$ cat src/design/core_affinity_assigner_macros.svh
// Assertion helpers; expect i_clk and i_rst_n in the calling scope.
`ifndef CORE_AFFINITY_ASSIGNER_MACROS_SVH
`define CORE_AFFINITY_ASSIGNER_MACROS_SVH

`define CAA_CHECK(lbl, prop) lbl: assert property (@(posedge i_clk) disable iff (!i_rst_n) \
    (prop)) else $error("caa check failed");

`define CAA_IMPLY(lbl, a, c) lbl: assert property (@(posedge i_clk) disable iff (!i_rst_n) \
    (a) |-> (c)) else $error("caa implication failed");

`define CAA_NEXT(lbl, a, c) lbl: assert property (@(posedge i_clk) disable iff (!i_rst_n) \
    (a) |=> (c)) else $error("caa next-cycle check failed");

`endif

$ cat src/design/caa_pkg.sv
`default_nettype none
package caa_pkg;
    localparam int MAX_CORES       = 16;
    localparam int TABLE_ENTRIES   = 16;
    localparam int CORES_PER_ENTRY = 16;
    localparam int SAMPLE_WIDTH    = 48;
    localparam int RESULT_LIMIT    = 16;

    localparam int IN_W  = 128;
    localparam int OUT_W = 16;

    localparam logic [4:0] ACTIVE_RESET = 5'd16;
    localparam logic       OP_LOAD      = 1'b0;
    localparam logic       OP_REQ       = 1'b1;

    typedef struct packed {
        logic load;
        logic capture;
        logic out_none;
        logic srch_rd;
        logic srch_next;
        logic hit_set;
        logic core_rd;
        logic out_hit;
        logic alloc;
        logic rr_sub;
        logic rr_emit;
        logic sel_init;
        logic sel_step;
        logic sel_emit;
    } t_cmd;

    typedef struct packed {
        logic in_op;
        logic in_zero;
        logic hit;
        logic srch_end;
        logic any_valid;
        logic rr_ge;
        logic scan_end;
        logic out_last;
    } t_status;
endpackage
`default_nettype wire

$ cat src/design/core_affinity_assigner.sv
// Core affinity assigner. Slave items with tuser 0 store one core's load sample
// and finish with no result; items with tuser 1 ask cores for a (database,
// role) pair and produce 1 to 16 result items, tlast on the final one.
// A request scans the table one entry at a time, a read state then a compare
// state per entry, through all TABLE_ENTRIES entries on a miss. A hit then
// emits each stored core id in turn, waiting on the output handshake. A miss
// with no valid sample emits cores in round-robin order after up to MAX_CORES-1
// reduction steps of the round-robin pointer; a miss with valid samples runs one
// selection pass per result. Only one item is in work at a time; the slave side
// is ready only when the block is idle. The core id table starts undefined;
// entries are read only after they were written, so no clearing pass is needed.
`default_nettype none
module core_affinity_assigner #(
    parameter int MAX_CORES       = caa_pkg::MAX_CORES,
    parameter int TABLE_ENTRIES   = caa_pkg::TABLE_ENTRIES,
    parameter int CORES_PER_ENTRY = caa_pkg::CORES_PER_ENTRY,
    parameter int SAMPLE_WIDTH    = caa_pkg::SAMPLE_WIDTH
) (
    input  wire                        i_clk,
    input  wire                        i_rst_n,
    input  wire                        i_cfg_we,
    input  wire  [4:0]                 i_cfg_wdata,   // active_cores
    input  wire                        s_axis_tvalid,
    output logic                       s_axis_tready,
    // core_index[3:0] sample_valid[4] cycle_count[52:5] database_id[84:53]
    // role_id[116:85] req_count[121:117], zero above
    input  wire  [caa_pkg::IN_W-1:0]   s_axis_tdata,
    input  wire                        s_axis_tuser,  // op
    output logic                       m_axis_tvalid,
    input  wire                        m_axis_tready,
    output logic [caa_pkg::OUT_W-1:0]  m_axis_tdata,  // core_id[3:0] core_count[8:4]
    output logic [1:0]                 m_axis_tuser,  // reused[0] none_assigned[1]
    output logic                       m_axis_tlast
);
    caa_pkg::t_cmd    w_cmd;
    caa_pkg::t_status w_status;

    caa_ctrl u_ctrl (
        .i_clk       (i_clk),
        .i_rst_n     (i_rst_n),
        .i_in_valid  (s_axis_tvalid),
        .o_in_ready  (s_axis_tready),
        .o_out_valid (m_axis_tvalid),
        .i_out_ready (m_axis_tready),
        .i_status    (w_status),
        .o_cmd       (w_cmd)
    );

    caa_dp #(
        .MAX_CORES       (MAX_CORES),
        .TABLE_ENTRIES   (TABLE_ENTRIES),
        .CORES_PER_ENTRY (CORES_PER_ENTRY),
        .SAMPLE_WIDTH    (SAMPLE_WIDTH)
    ) u_dp (
        .i_clk       (i_clk),
        .i_rst_n     (i_rst_n),
        .i_cfg_we    (i_cfg_we),
        .i_cfg_wdata (i_cfg_wdata),
        .i_tdata     (s_axis_tdata),
        .i_tuser     (s_axis_tuser),
        .i_cmd       (w_cmd),
        .o_status    (w_status),
        .o_tdata     (m_axis_tdata),
        .o_tuser     (m_axis_tuser),
        .o_tlast     (m_axis_tlast)
    );
endmodule
`default_nettype wire

$ cat src/design/caa_dp.sv
`default_nettype none
module caa_dp #(
    parameter int MAX_CORES       = caa_pkg::MAX_CORES,
    parameter int TABLE_ENTRIES   = caa_pkg::TABLE_ENTRIES,
    parameter int CORES_PER_ENTRY = caa_pkg::CORES_PER_ENTRY,
    parameter int SAMPLE_WIDTH    = caa_pkg::SAMPLE_WIDTH
) (
    input  wire                        i_clk,
    input  wire                        i_rst_n,
    input  wire                        i_cfg_we,
    input  wire  [4:0]                 i_cfg_wdata,
    input  wire  [caa_pkg::IN_W-1:0]   i_tdata,
    input  wire                        i_tuser,
    input  caa_pkg::t_cmd              i_cmd,
    output caa_pkg::t_status           o_status,
    output logic [caa_pkg::OUT_W-1:0]  o_tdata,
    output logic [1:0]                 o_tuser,
    output logic                       o_tlast
);
    localparam int CW = $clog2(MAX_CORES);
    localparam int TW = $clog2(MAX_CORES + 1);
    localparam int EW = $clog2(TABLE_ENTRIES);
    localparam int FW = $clog2(TABLE_ENTRIES + 1);
    localparam int AW = $clog2(TABLE_ENTRIES * CORES_PER_ENTRY);
    localparam int NE = TABLE_ENTRIES * CORES_PER_ENTRY;

    // input unpack
    logic [3:0]  w_ci;
    logic        w_sv;
    logic [47:0] w_cc;
    logic [31:0] w_db, w_role;
    logic [4:0]  w_rq;
    assign w_ci   = i_tdata[3:0];
    assign w_sv   = i_tdata[4];
    assign w_cc   = i_tdata[52:5];
    assign w_db   = i_tdata[84:53];
    assign w_role = i_tdata[116:85];
    assign w_rq   = i_tdata[121:117];

    logic [4:0] r_active;
    always_ff @(posedge i_clk) begin
        if (!i_rst_n) begin
            r_active <= caa_pkg::ACTIVE_RESET;
        end else if (i_cfg_we) begin
            r_active <= i_cfg_wdata;
        end
    end

    // core load samples
    logic [SAMPLE_WIDTH-1:0] r_sample [MAX_CORES];
    logic [MAX_CORES-1:0]    r_ok;

    // assignment table
    logic [31:0]  r_mdb   [TABLE_ENTRIES];
    logic [31:0]  r_mrole [TABLE_ENTRIES];
    logic [4:0]   r_mcnt  [TABLE_ENTRIES];
    logic [CW-1:0] r_mcore [NE];
    logic [FW-1:0] r_fill;
    logic [EW-1:0] r_head;

    logic [31:0]  r_db, r_role;
    logic [4:0]   r_req, r_n, r_k;
    logic [TW-1:0] r_total, r_j;
    logic [EW-1:0] r_s, r_phys, r_wslot;
    logic         r_any;
    logic [31:0]  r_rd_db, r_rd_role;
    logic [4:0]   r_rd_cnt;
    logic         r_rd_vld;
    logic [CW-1:0] r_core_rd;
    logic [CW-1:0] r_rr, r_cur, r_m;
    logic [CW-1:0] r_order [MAX_CORES];
    logic         r_best_ok;
    logic [SAMPLE_WIDTH-1:0] r_best_val;

    logic [3:0] r_o_core;
    logic [4:0] r_o_cnt;
    logic       r_o_reused, r_o_none, r_o_last;

    logic [TW-1:0] w_total;
    logic [4:0]    w_req;
    logic          w_any;
    logic [EW-1:0] w_slot;
    logic          w_full;
    logic [AW-1:0] w_rd_addr, w_wr_addr;
    logic [CW-1:0] w_jc, w_i, w_om, w_nxt;
    logic [4:0]    w_hit_n;

    always_comb begin
        if (r_active == 5'd0) begin
            w_total = TW'(1);
        end else if (32'(r_active) > MAX_CORES) begin
            w_total = TW'(MAX_CORES);
        end else begin
            w_total = TW'(r_active);
        end
        w_req = w_rq;
        if (32'(w_req) > 32'(w_total)) w_req = 5'(w_total);
        if (32'(w_req) > CORES_PER_ENTRY) w_req = 5'(CORES_PER_ENTRY);
        if (32'(w_req) > caa_pkg::RESULT_LIMIT) w_req = 5'(caa_pkg::RESULT_LIMIT);
        w_any = 1'b0;
        for (int c = 0; c < MAX_CORES; c++) begin
            if (c < 32'(w_total) && r_ok[c]) w_any = 1'b1;
        end
    end

    assign w_full    = (r_fill == FW'(TABLE_ENTRIES));
    assign w_slot    = w_full ? r_head : r_fill[EW-1:0];
    assign w_rd_addr = AW'(r_phys) * AW'(CORES_PER_ENTRY) + AW'(r_k);
    assign w_wr_addr = AW'(r_wslot) * AW'(CORES_PER_ENTRY) + AW'(r_k);
    assign w_jc      = r_order[r_j[CW-1:0]];
    assign w_i       = CW'(r_k);
    assign w_om      = r_order[r_m];
    assign w_nxt     = (32'(r_cur) + 1 == 32'(r_total)) ? '0 : CW'(r_cur + 1'b1);
    assign w_hit_n   = (r_rd_cnt > r_req) ? r_req : r_rd_cnt;

    // control-side state
    always_ff @(posedge i_clk) begin
        if (!i_rst_n) begin
            r_ok   <= '0;
            r_fill <= '0;
            r_head <= '0;
            r_rr   <= '0;
        end else begin
            if (i_cmd.load && 32'(w_ci) < MAX_CORES) begin
                r_ok[CW'(w_ci)] <= w_sv;
            end
            if (i_cmd.alloc) begin
                if (w_full) begin
                    r_head <= (32'(r_head) == TABLE_ENTRIES - 1) ? '0 : EW'(r_head + 1'b1);
                end else begin
                    r_fill <= FW'(r_fill + 1'b1);
                end
            end
            if (i_cmd.rr_emit) r_rr <= w_nxt;
        end
    end

    // payload and memories
    always_ff @(posedge i_clk) begin
        if (i_cmd.load && 32'(w_ci) < MAX_CORES) begin
            r_sample[CW'(w_ci)] <= SAMPLE_WIDTH'(w_cc);
        end
        if (i_cmd.capture) begin
            r_db    <= w_db;
            r_role  <= w_role;
            r_req   <= w_req;
            r_total <= w_total;
            r_s     <= '0;
            r_any   <= w_any;
            r_cur   <= r_rr;
            for (int c = 0; c < MAX_CORES; c++) r_order[c] <= CW'(c);
        end
        if (i_cmd.srch_rd) begin
            r_rd_db   <= r_mdb[r_s];
            r_rd_role <= r_mrole[r_s];
            r_rd_cnt  <= r_mcnt[r_s];
            r_rd_vld  <= (FW'(r_s) < r_fill);
        end
        if (i_cmd.srch_next) r_s <= EW'(r_s + 1'b1);
        if (i_cmd.hit_set) begin
            r_n    <= w_hit_n;
            r_phys <= r_s;
            r_k    <= '0;
        end
        if (i_cmd.core_rd) r_core_rd <= r_mcore[w_rd_addr];
        if (i_cmd.alloc) begin
            r_wslot        <= w_slot;
            r_mdb[w_slot]  <= r_db;
            r_mrole[w_slot] <= r_role;
            r_mcnt[w_slot] <= r_req;
            r_n            <= r_req;
            r_k            <= '0;
        end
        if (i_cmd.rr_sub) r_cur <= CW'(r_cur - CW'(r_total));
        if (i_cmd.sel_init) begin
            r_m        <= w_i;
            r_best_ok  <= r_ok[r_order[w_i]];
            r_best_val <= r_sample[r_order[w_i]];
            r_j        <= TW'(r_k) + 1'b1;
        end
        if (i_cmd.sel_step) begin
            if (r_ok[w_jc] && (!r_best_ok || r_sample[w_jc] < r_best_val)) begin
                r_m        <= r_j[CW-1:0];
                r_best_ok  <= 1'b1;
                r_best_val <= r_sample[w_jc];
            end
            r_j <= TW'(r_j + 1'b1);
        end
        if (i_cmd.sel_emit && r_m != w_i) begin
            r_order[w_i] <= w_om;
            r_order[r_m] <= r_order[w_i];
        end

        // output register, one item per emit command
        if (i_cmd.out_none) begin
            r_o_core   <= '0;
            r_o_cnt    <= '0;
            r_o_reused <= 1'b0;
            r_o_none   <= 1'b1;
            r_o_last   <= 1'b1;
        end
        if (i_cmd.out_hit || i_cmd.rr_emit || i_cmd.sel_emit) begin
            r_o_cnt    <= r_n;
            r_o_reused <= i_cmd.out_hit;
            r_o_none   <= 1'b0;
            r_o_last   <= (5'(r_k + 1'b1) == r_n);
            r_k        <= 5'(r_k + 1'b1);
        end
        if (i_cmd.out_hit) r_o_core <= 4'(r_core_rd);
        if (i_cmd.rr_emit) begin
            r_o_core           <= 4'(r_cur);
            r_mcore[w_wr_addr] <= r_cur;
            r_cur              <= w_nxt;
        end
        if (i_cmd.sel_emit) begin
            r_o_core           <= 4'(w_om);
            r_mcore[w_wr_addr] <= w_om;
        end
    end

    always_comb begin
        o_status.in_op     = i_tuser;
        o_status.in_zero   = (w_req == 5'd0) || (w_db == 32'd0);
        o_status.hit       = r_rd_vld && (r_rd_db == r_db) && (r_rd_role == r_role);
        o_status.srch_end  = (32'(r_s) == TABLE_ENTRIES - 1);
        o_status.any_valid = r_any;
        o_status.rr_ge     = (32'(r_cur) >= 32'(r_total));
        o_status.scan_end  = (r_j >= r_total);
        o_status.out_last  = r_o_last;
    end

    assign o_tdata = {7'd0, r_o_cnt, r_o_core};
    assign o_tuser = {r_o_none, r_o_reused};
    assign o_tlast = r_o_last;

`include "core_affinity_assigner_macros.svh"
    `CAA_CHECK(a_fill_bound, r_fill <= FW'(TABLE_ENTRIES))
    `CAA_IMPLY(a_head_when_full, r_head != '0, w_full)
    `CAA_NEXT(a_alloc_fill, i_cmd.alloc && !w_full, r_fill == FW'($past(r_fill) + 1'b1))
endmodule
`default_nettype wire

$ cat src/design/caa_ctrl.sv
`default_nettype none
module caa_ctrl (
    input  wire               i_clk,
    input  wire               i_rst_n,
    input  wire               i_in_valid,
    output logic              o_in_ready,
    output logic              o_out_valid,
    input  wire               i_out_ready,
    input  caa_pkg::t_status  i_status,
    output caa_pkg::t_cmd     o_cmd
);
    localparam logic [3:0] S_IDLE     = 4'd0;
    localparam logic [3:0] S_SRCH_RD  = 4'd1;
    localparam logic [3:0] S_SRCH_CMP = 4'd2;
    localparam logic [3:0] S_HIT_RD   = 4'd3;
    localparam logic [3:0] S_HIT_LD   = 4'd4;
    localparam logic [3:0] S_OUT_HIT  = 4'd5;
    localparam logic [3:0] S_ALLOC    = 4'd6;
    localparam logic [3:0] S_RR_MOD   = 4'd7;
    localparam logic [3:0] S_RR_EMIT  = 4'd8;
    localparam logic [3:0] S_OUT_RR   = 4'd9;
    localparam logic [3:0] S_SEL_INIT = 4'd10;
    localparam logic [3:0] S_SEL_SCAN = 4'd11;
    localparam logic [3:0] S_SEL_EMIT = 4'd12;
    localparam logic [3:0] S_OUT_SEL  = 4'd13;
    localparam logic [3:0] S_OUT_ONE  = 4'd14;

    logic [3:0] r_state, n_state;
    logic       w_take;

    assign o_in_ready  = (r_state == S_IDLE);
    assign o_out_valid = (r_state == S_OUT_HIT) || (r_state == S_OUT_RR) ||
                         (r_state == S_OUT_SEL) || (r_state == S_OUT_ONE);
    assign w_take      = o_out_valid && i_out_ready;

    always_comb begin
        n_state = r_state;
        o_cmd   = '0;
        unique case (r_state)
            S_IDLE: begin
                if (i_in_valid) begin
                    if (i_status.in_op == caa_pkg::OP_LOAD) begin
                        o_cmd.load = 1'b1;
                    end else begin
                        o_cmd.capture = 1'b1;
                        if (i_status.in_zero) begin
                            o_cmd.out_none = 1'b1;
                            n_state = S_OUT_ONE;
                        end else begin
                            n_state = S_SRCH_RD;
                        end
                    end
                end
            end
            S_SRCH_RD: begin
                o_cmd.srch_rd = 1'b1;
                n_state = S_SRCH_CMP;
            end
            S_SRCH_CMP: begin
                if (i_status.hit) begin
                    o_cmd.hit_set = 1'b1;
                    n_state = S_HIT_RD;
                end else if (i_status.srch_end) begin
                    n_state = S_ALLOC;
                end else begin
                    o_cmd.srch_next = 1'b1;
                    n_state = S_SRCH_RD;
                end
            end
            S_HIT_RD: begin
                o_cmd.core_rd = 1'b1;
                n_state = S_HIT_LD;
            end
            S_HIT_LD: begin
                o_cmd.out_hit = 1'b1;
                n_state = S_OUT_HIT;
            end
            S_OUT_HIT: begin
                if (w_take) n_state = i_status.out_last ? S_IDLE : S_HIT_RD;
            end
            S_ALLOC: begin
                o_cmd.alloc = 1'b1;
                n_state = i_status.any_valid ? S_SEL_INIT : S_RR_MOD;
            end
            S_RR_MOD: begin
                if (i_status.rr_ge) begin
                    o_cmd.rr_sub = 1'b1;
                end else begin
                    n_state = S_RR_EMIT;
                end
            end
            S_RR_EMIT: begin
                o_cmd.rr_emit = 1'b1;
                n_state = S_OUT_RR;
            end
            S_OUT_RR: begin
                if (w_take) n_state = i_status.out_last ? S_IDLE : S_RR_EMIT;
            end
            S_SEL_INIT: begin
                o_cmd.sel_init = 1'b1;
                n_state = S_SEL_SCAN;
            end
            S_SEL_SCAN: begin
                if (i_status.scan_end) begin
                    n_state = S_SEL_EMIT;
                end else begin
                    o_cmd.sel_step = 1'b1;
                end
            end
            S_SEL_EMIT: begin
                o_cmd.sel_emit = 1'b1;
                n_state = S_OUT_SEL;
            end
            S_OUT_SEL: begin
                if (w_take) n_state = i_status.out_last ? S_IDLE : S_SEL_INIT;
            end
            S_OUT_ONE: begin
                if (w_take) n_state = S_IDLE;
            end
            default: n_state = S_IDLE;
        endcase
    end

    always_ff @(posedge i_clk) begin
        if (!i_rst_n) begin
            r_state <= S_IDLE;
        end else begin
            r_state <= n_state;
        end
    end

`include "core_affinity_assigner_macros.svh"
    `CAA_CHECK(a_one_side, !(o_in_ready && o_out_valid))
    `CAA_NEXT(a_none_is_last, r_state == S_IDLE && n_state == S_OUT_ONE, i_status.out_last)
    `CAA_IMPLY(a_cmd_onehot_emit, 1'b1,
        $onehot0({o_cmd.out_hit, o_cmd.rr_emit, o_cmd.sel_emit, o_cmd.out_none}))
endmodule
`default_nettype wire
$ cat config.mk
export PLATFORM = sky130hd
export DESIGN_NAME = core_affinity_assigner
export DESIGN_NICKNAME = d
export VERILOG_FILES = /design/src/design/caa_pkg.sv /design/src/design/core_affinity_assigner.sv /design/src/design/caa_dp.sv /design/src/design/caa_ctrl.sv
export VERILOG_INCLUDE_DIRS = /design/src /design/src/design
export SDC_FILE = /design/constraint.sdc
export NUM_CORES = 2
export LEC_CHECK = 0
export ABC_AREA = 1
export ABC_CLOCK_PERIOD_IN_PS = 16400
export BUFFER_PORTS_ARGS = -buffer_cell sky130_fd_sc_hd__buf_2
export CAP_MARGIN = 10
export CORE_ASPECT_RATIO = 1.2
export CORE_MARGIN = 4
export CORE_UTILIZATION = 45
export DETAILED_ROUTE_END_ITERATION = 8
export PLACE_DENSITY_LB_ADDON = 0.1
export SYNTH_ARGS = -nofsm -noshare
export SYNTH_HDL_FRONTEND = slang
export SYNTH_SLANG_ARGS = --single-unit
export TNS_END_PERCENT = 5
$ cat constraint.sdc
create_clock -name i_clk -period 16.4 [get_ports i_clk]
set_clock_uncertainty 0.1 [all_clocks]
set_input_delay 3.28 -clock i_clk [delete_from_list [all_inputs] [get_ports i_clk]]
set_output_delay 3.28 -clock i_clk [all_outputs]
set_load 0.005 [all_outputs]
Yosys cells after proc, flatten, opt, wreduce, memory -nomap -nowiden:

Memory sizes are Yosys's and may differ from the RTL's. A register that Yosys moved wholly into a read port is not among the register bits.
Cells that the tools add are included.

* bits in registers: 210
* RAM bits: 2960
* input port bits: 139
* output and inout port bits: 21
* word-level logic and storage cells: 256
* memories: 6

Memories
* u_dp.r_mcore: depth 256, width 4, read ports 1, clocked after memory_dff 1, write ports 1, line caa_dp.sv:57 `logic [CW-1:0] r_mcore [NE];`
* u_dp.r_sample: depth 16, width 48, read ports 2, clocked after memory_dff 0, write ports 1, line caa_dp.sv:50 `logic [SAMPLE_WIDTH-1:0] r_sample [MAX_CORES];`
* u_dp.r_mdb: depth 16, width 32, read ports 1, clocked after memory_dff 1, write ports 1, line caa_dp.sv:54 `logic [31:0] r_mdb [TABLE_ENTRIES];`
* u_dp.r_mrole: depth 16, width 32, read ports 1, clocked after memory_dff 1, write ports 1, line caa_dp.sv:55 `logic [31:0] r_mrole [TABLE_ENTRIES];`
* u_dp.r_mcnt: depth 16, width 5, read ports 1, clocked after memory_dff 1, write ports 1, line caa_dp.sv:56 `logic [4:0] r_mcnt [TABLE_ENTRIES];`
* u_dp.r_order: depth 16, width 4, read ports 3, clocked after memory_dff 3, write ports 16, line caa_dp.sv:71 `logic [CW-1:0] r_order [MAX_CORES];`

* add/subtract/negate cells: 10
* $lt $le $gt $ge: 29
* equal/unequal tests: 30
* muxes and demuxes: 105
* bitwise gates (word level): 2
* reductions and logical operators: 47

Operators with widths (count)
* $mux 48: 3
* $mux 4: 34
* $mux 5: 15
* $eq 32x32->1: 2
* $pmux 4 s15: 1
* $lt 48x48->1: 1
* $mux 1: 41
* $lt 4x5->1 const A: 8
* $eq 4x4->1 const B: 9
* $eq 32x5->1: 1
* $logic_not 32->1: 1
* $logic_and 1x1->1: 22
* $lt 3x5->1 const A: 4
* $add 8x5->8: 2
* $bwmux 16: 1
* $eq 4x3->1 const B: 4
* $add 5x1->5 const B: 3
* $gt 5x5->1 const B: 3
* $lt 4x5->1 const B: 3
* $reduce_or 15->1: 1
* $add 4x1->4 const B: 3
* $mux 3: 4
* $ne 2x1->1 const B: 6
* $gt 5x5->1: 2
* 29 further kinds: 49

Depth between registers and ports, before layout:

* depth after elaboration: 19
* depth in mapped cells: 33
* gate-level depth less buffers: 28

Cells and area by module:

A second synthesis with hierarchy kept.

* cells, all modules: 11931
* area total of the unflattened synthesis: 139501.3 µm²

By module, submodules not included
* caa_dp: instances 1, cells each 11814, area an instance 138958.3 µm², seq. area each 96542.6 µm²
* caa_ctrl: instances 1, cells each 117, area an instance 543.0 µm², seq. area each 80.1 µm²

Least setup slack after synthesis:

Ideal clock, no wire load.

* path type: register to register
* start: reg u_ctrl.r_state[0]
* end: mem u_dp.r_mcore[0][0] (netlist name), data pin
* setup time: 2.188 ns
* arrival time: 10.600 ns
* required time: 14.112 ns
* setup slack: 3.512 ns
* cell stages (with the launch flop): 5
* path buffers: 0
* clock period less this slack: 12.888 ns
* path through: dfxtp_1 nor2_1 inv_1 nor2_1 o21ai_0

* longest elaborated chain between the ends: 5

Ends and longest elaborated chain
* from (decl): line caa_ctrl.sv:28 `logic [3:0] r_state, n_state;`
* from (signal assigned): line caa_ctrl.sv:128 `r_state <= n_state;`
* $eq 4x4->1: line caa_ctrl.sv:39 `unique case (r_state)`
* $mux 1: line caa_ctrl.sv:39
* $mux 1: line caa_dp.sv:215 `if (i_cmd.sel_emit) begin`
* $mux 1 (not written as such): line caa_dp.sv:217 `r_mcore[w_wr_addr] <= w_om;`
* $mux 4 (no source line)
* to (decl): line caa_dp.sv:57

Every way passes these cells.

==> qor.yml <==
outcome: "complete, no violations"
drive_above_1_share_pct: 7.48
ys_async_sr_fraction_pct: 0
routedWlPerCell_um: 26.3
clockRootBuffer: "clkbuf_16"
insertion_delay_ns: 0.90
num_rows: 223
timing.critical_path.mode_cell: "nand2_1"
cts_hold_buf: 0
final_cell_mix: "3151 x edfxtp_1, 1909 x nor2_1, 1613 x o21ai_0, 1035 x nand2_1, 661 x inv_1"
crit_type: "flip-flop to flip-flop"
drt-total-wl_um: 422000
antenna_left: 0
synth_edf_count: 3151
arrival_ns: 8.83
ios: 160
nets: 11900
fmax_mhz: 123
hold_violations: 0
dieArea_um2: 319000
grt_overflow: 0
met1_length_um: 177000
power.switching_uw: 8150
ir_worst_vdd_uv: 183
drt_iter0_markers: 10000
final_common_cell: "edfxtp_1"
worst_pin_slew_ns: 1.39
syn_to_final_growth_pct: 11.0
dr.pass1.iters: 8
postCtsResizedCells: 0
p_seq_share_pct: 41.5
grt_pass1_wl_um: 615000
cts_sinks: 3251
rsz0062_at_grt: "no"
crit_path_end_kind: "flip-flop"
setup.worst_path.start_class: "flip-flop"
die_w_um: 516
synth.top_cell.area_share_pct: 67.9
cts_tree: "done"
place_ws_ns: 8.31
wl_met2_um: 198000
p_comb_share_pct: 26.6
ys_ff_latch: 3251
synthTopCellsByArea: "edfxtp_1 68%, o21ai_0 5.8%, nor2_1 5.2%, nand2_1 2.8%, nand3_1 1.9%"
drc: 0
met3_length_um: 32200
cap_viol_max_count: 0
fin_area_um2: 155000
dp_hpwl_um: 226000
hp-class: "flip-flop to flip-flop"
ys_warn_count: 0
postLayoutSetupSlackWorst_ns: 8.27
total_power_uw: 23800
power_leakage_uw: 0.0515
grt_pass1_vias: 94800
ys_types: 56
post_drt_via_cell_ratio: 6.04
post_cts_buffers: 0
finalSetupViolations: 0
reg2regPathDepth: 28
slowest_stage: "buf_4"
synthesis.area_um2: 139000
yosysTopAreaCell: "edfxtp_1"
core_um2: 308000
dr.max_layer_used: "met5"
vias: 97100
cts_buffers: 342
slew_headroom_pct: 7.01
syn_area_per_cell_um2: 11.7
fin_setup_tns_ns: 0
ys_seq_area_share_pct: 69.4
die_y_um: 617
grt_max_degree: 248
slew_violations: 0
hold-worst-slack_ns: 0.345
p_clk_share_pct: 31.9
antenna_found_initial: 48
initial_utilization_pct: 45.3
cp.required_ns: 17.10
synthFlopType: "edfxtp_1"
track_usage_pct: 25.7
io_buffers: 146
gp_congestion: 0.874
internal_power_uw: 15600
synth_cells: 11900
postPlaceCellArea_um2: 144000
finalCritPeriodShare_pct: 49.6
switching_share_pct: 34.3
cts.clk_slew.worst_paths_ns: 0.06
cp_max_fo: 106
min_period_ns: 8.13
p_per_area_nw_per_um2: 154
max_stage_delay_ns: 0.88
hold_depth: 1
clockBufferDepth: 4
cts.htree.levels: 5
## Yosys cell counts, types with 20 or more instances
cell type / n
a22o_1: 40
inv_1: 666
nor2_1: 1944
o21ai_0: 1618
buf_1: 58
ha_1: 83
nand4_1: 50
edfxtp_1: 3151
nor4_1: 20
o22ai_1: 385
a221oi_1: 44
o311ai_1: 73
a31oi_1: 53
xor2_1: 27
a21oi_1: 338
o21ai_1: 20
o32ai_1: 166
buf_2: 98
dfxtp_1: 100
mux2i_1: 115
nand3_1: 515
clkinv_1: 36
clkbuf_1: 664
nand2_1: 1046
o221ai_1: 261
o211ai_1: 173
## routing by layer
layer  GRT usage, %  up-vias
li1               -    43400
met1           35.0    48700
met2           41.8     4092
met3           4.24      868
met4           9.03       30
met5              0        -
## state kept, by name, summed over array words and instances (netlist names), 32 cells and up, named ones only
name,flops
u_dp.r_best_val,48
u_dp.r_db,32
u_dp.r_mcnt,80
u_dp.r_mcore,1024
u_dp.r_mdb,512
u_dp.r_mrole,512
u_dp.r_order,64
u_dp.r_rd_db,32
u_dp.r_rd_role,32
u_dp.r_role,32
u_dp.r_sample,768
## through the flow
stage	utilization, %	std cells
detailed placement	46.7	15400
global route	50.2	16000
floorplan	-	11900
global placement	46.7	15400
CTS	50.2	16000
finish	50.2	16100
## path summary, 6_finish.rpt
kind,start,to,slack [ns]
worst max-delay path,flip-flop,u_dp.r_best_val[41]$_DFF_P_,8.27
worst min-delay path,u_dp.r_fill[3]$_SDFFE_PN0P_,u_dp.r_fill[4]$_SDFFE_PN0P_,0.34
worst max register to register,flip-flop,u_dp.r_best_val[41]$_DFF_P_,8.27
worst min register to register,u_dp.r_fill[3]$_SDFFE_PN0P_,u_dp.r_fill[4]$_SDFFE_PN0P_,0.34
## cell type report
cell class	count	area, um^2
Fill cell	26600	153000
Sequential cell	3251	96600
Multi-Input combinational cell	7083	37000
Clock buffer	432	9190
Tap cell	4050	5070
Inverter	710	2720
Timing Repair Buffer	325	2270
Clock inverter	189	1670
Antenna cell	22	55.1
## cell families (layout without fill, tap and decap cells)
family	after synthesis	after routing	synth area share, %
compound gates	3230	3230	14.0
xor+xnor	43	43	0.270
fa+ha+maj	84	84	0.760
buf+inv	1555	1656	4.37
flops	3251	3251	69.4
mux	117	117	0.843
other cells	1	29	0.00269
simple gates	3602	3602	10.4
## power by group through the flow
stage	clock network [uW]	logic [uW]	registers, uW
6_report	7590	6320	9860
5_1_grt	8060	6860	9880
4_1_cts	7720	6270	9850
3_5_place_dp	0	6250	10000
3_3_place_gp	0	6150	10000
2_1_floorplan	0	4050	10100
## worst max-delay path: cells and delay by family (launching register included)
family          cells  cell delay, ns
compound gates      6            1.92
fa+ha+maj           1            0.26
buf+inv             6            3.18
flops               1            0.31
simple gates       15            2.10
(Power assumes the default switching activity.)
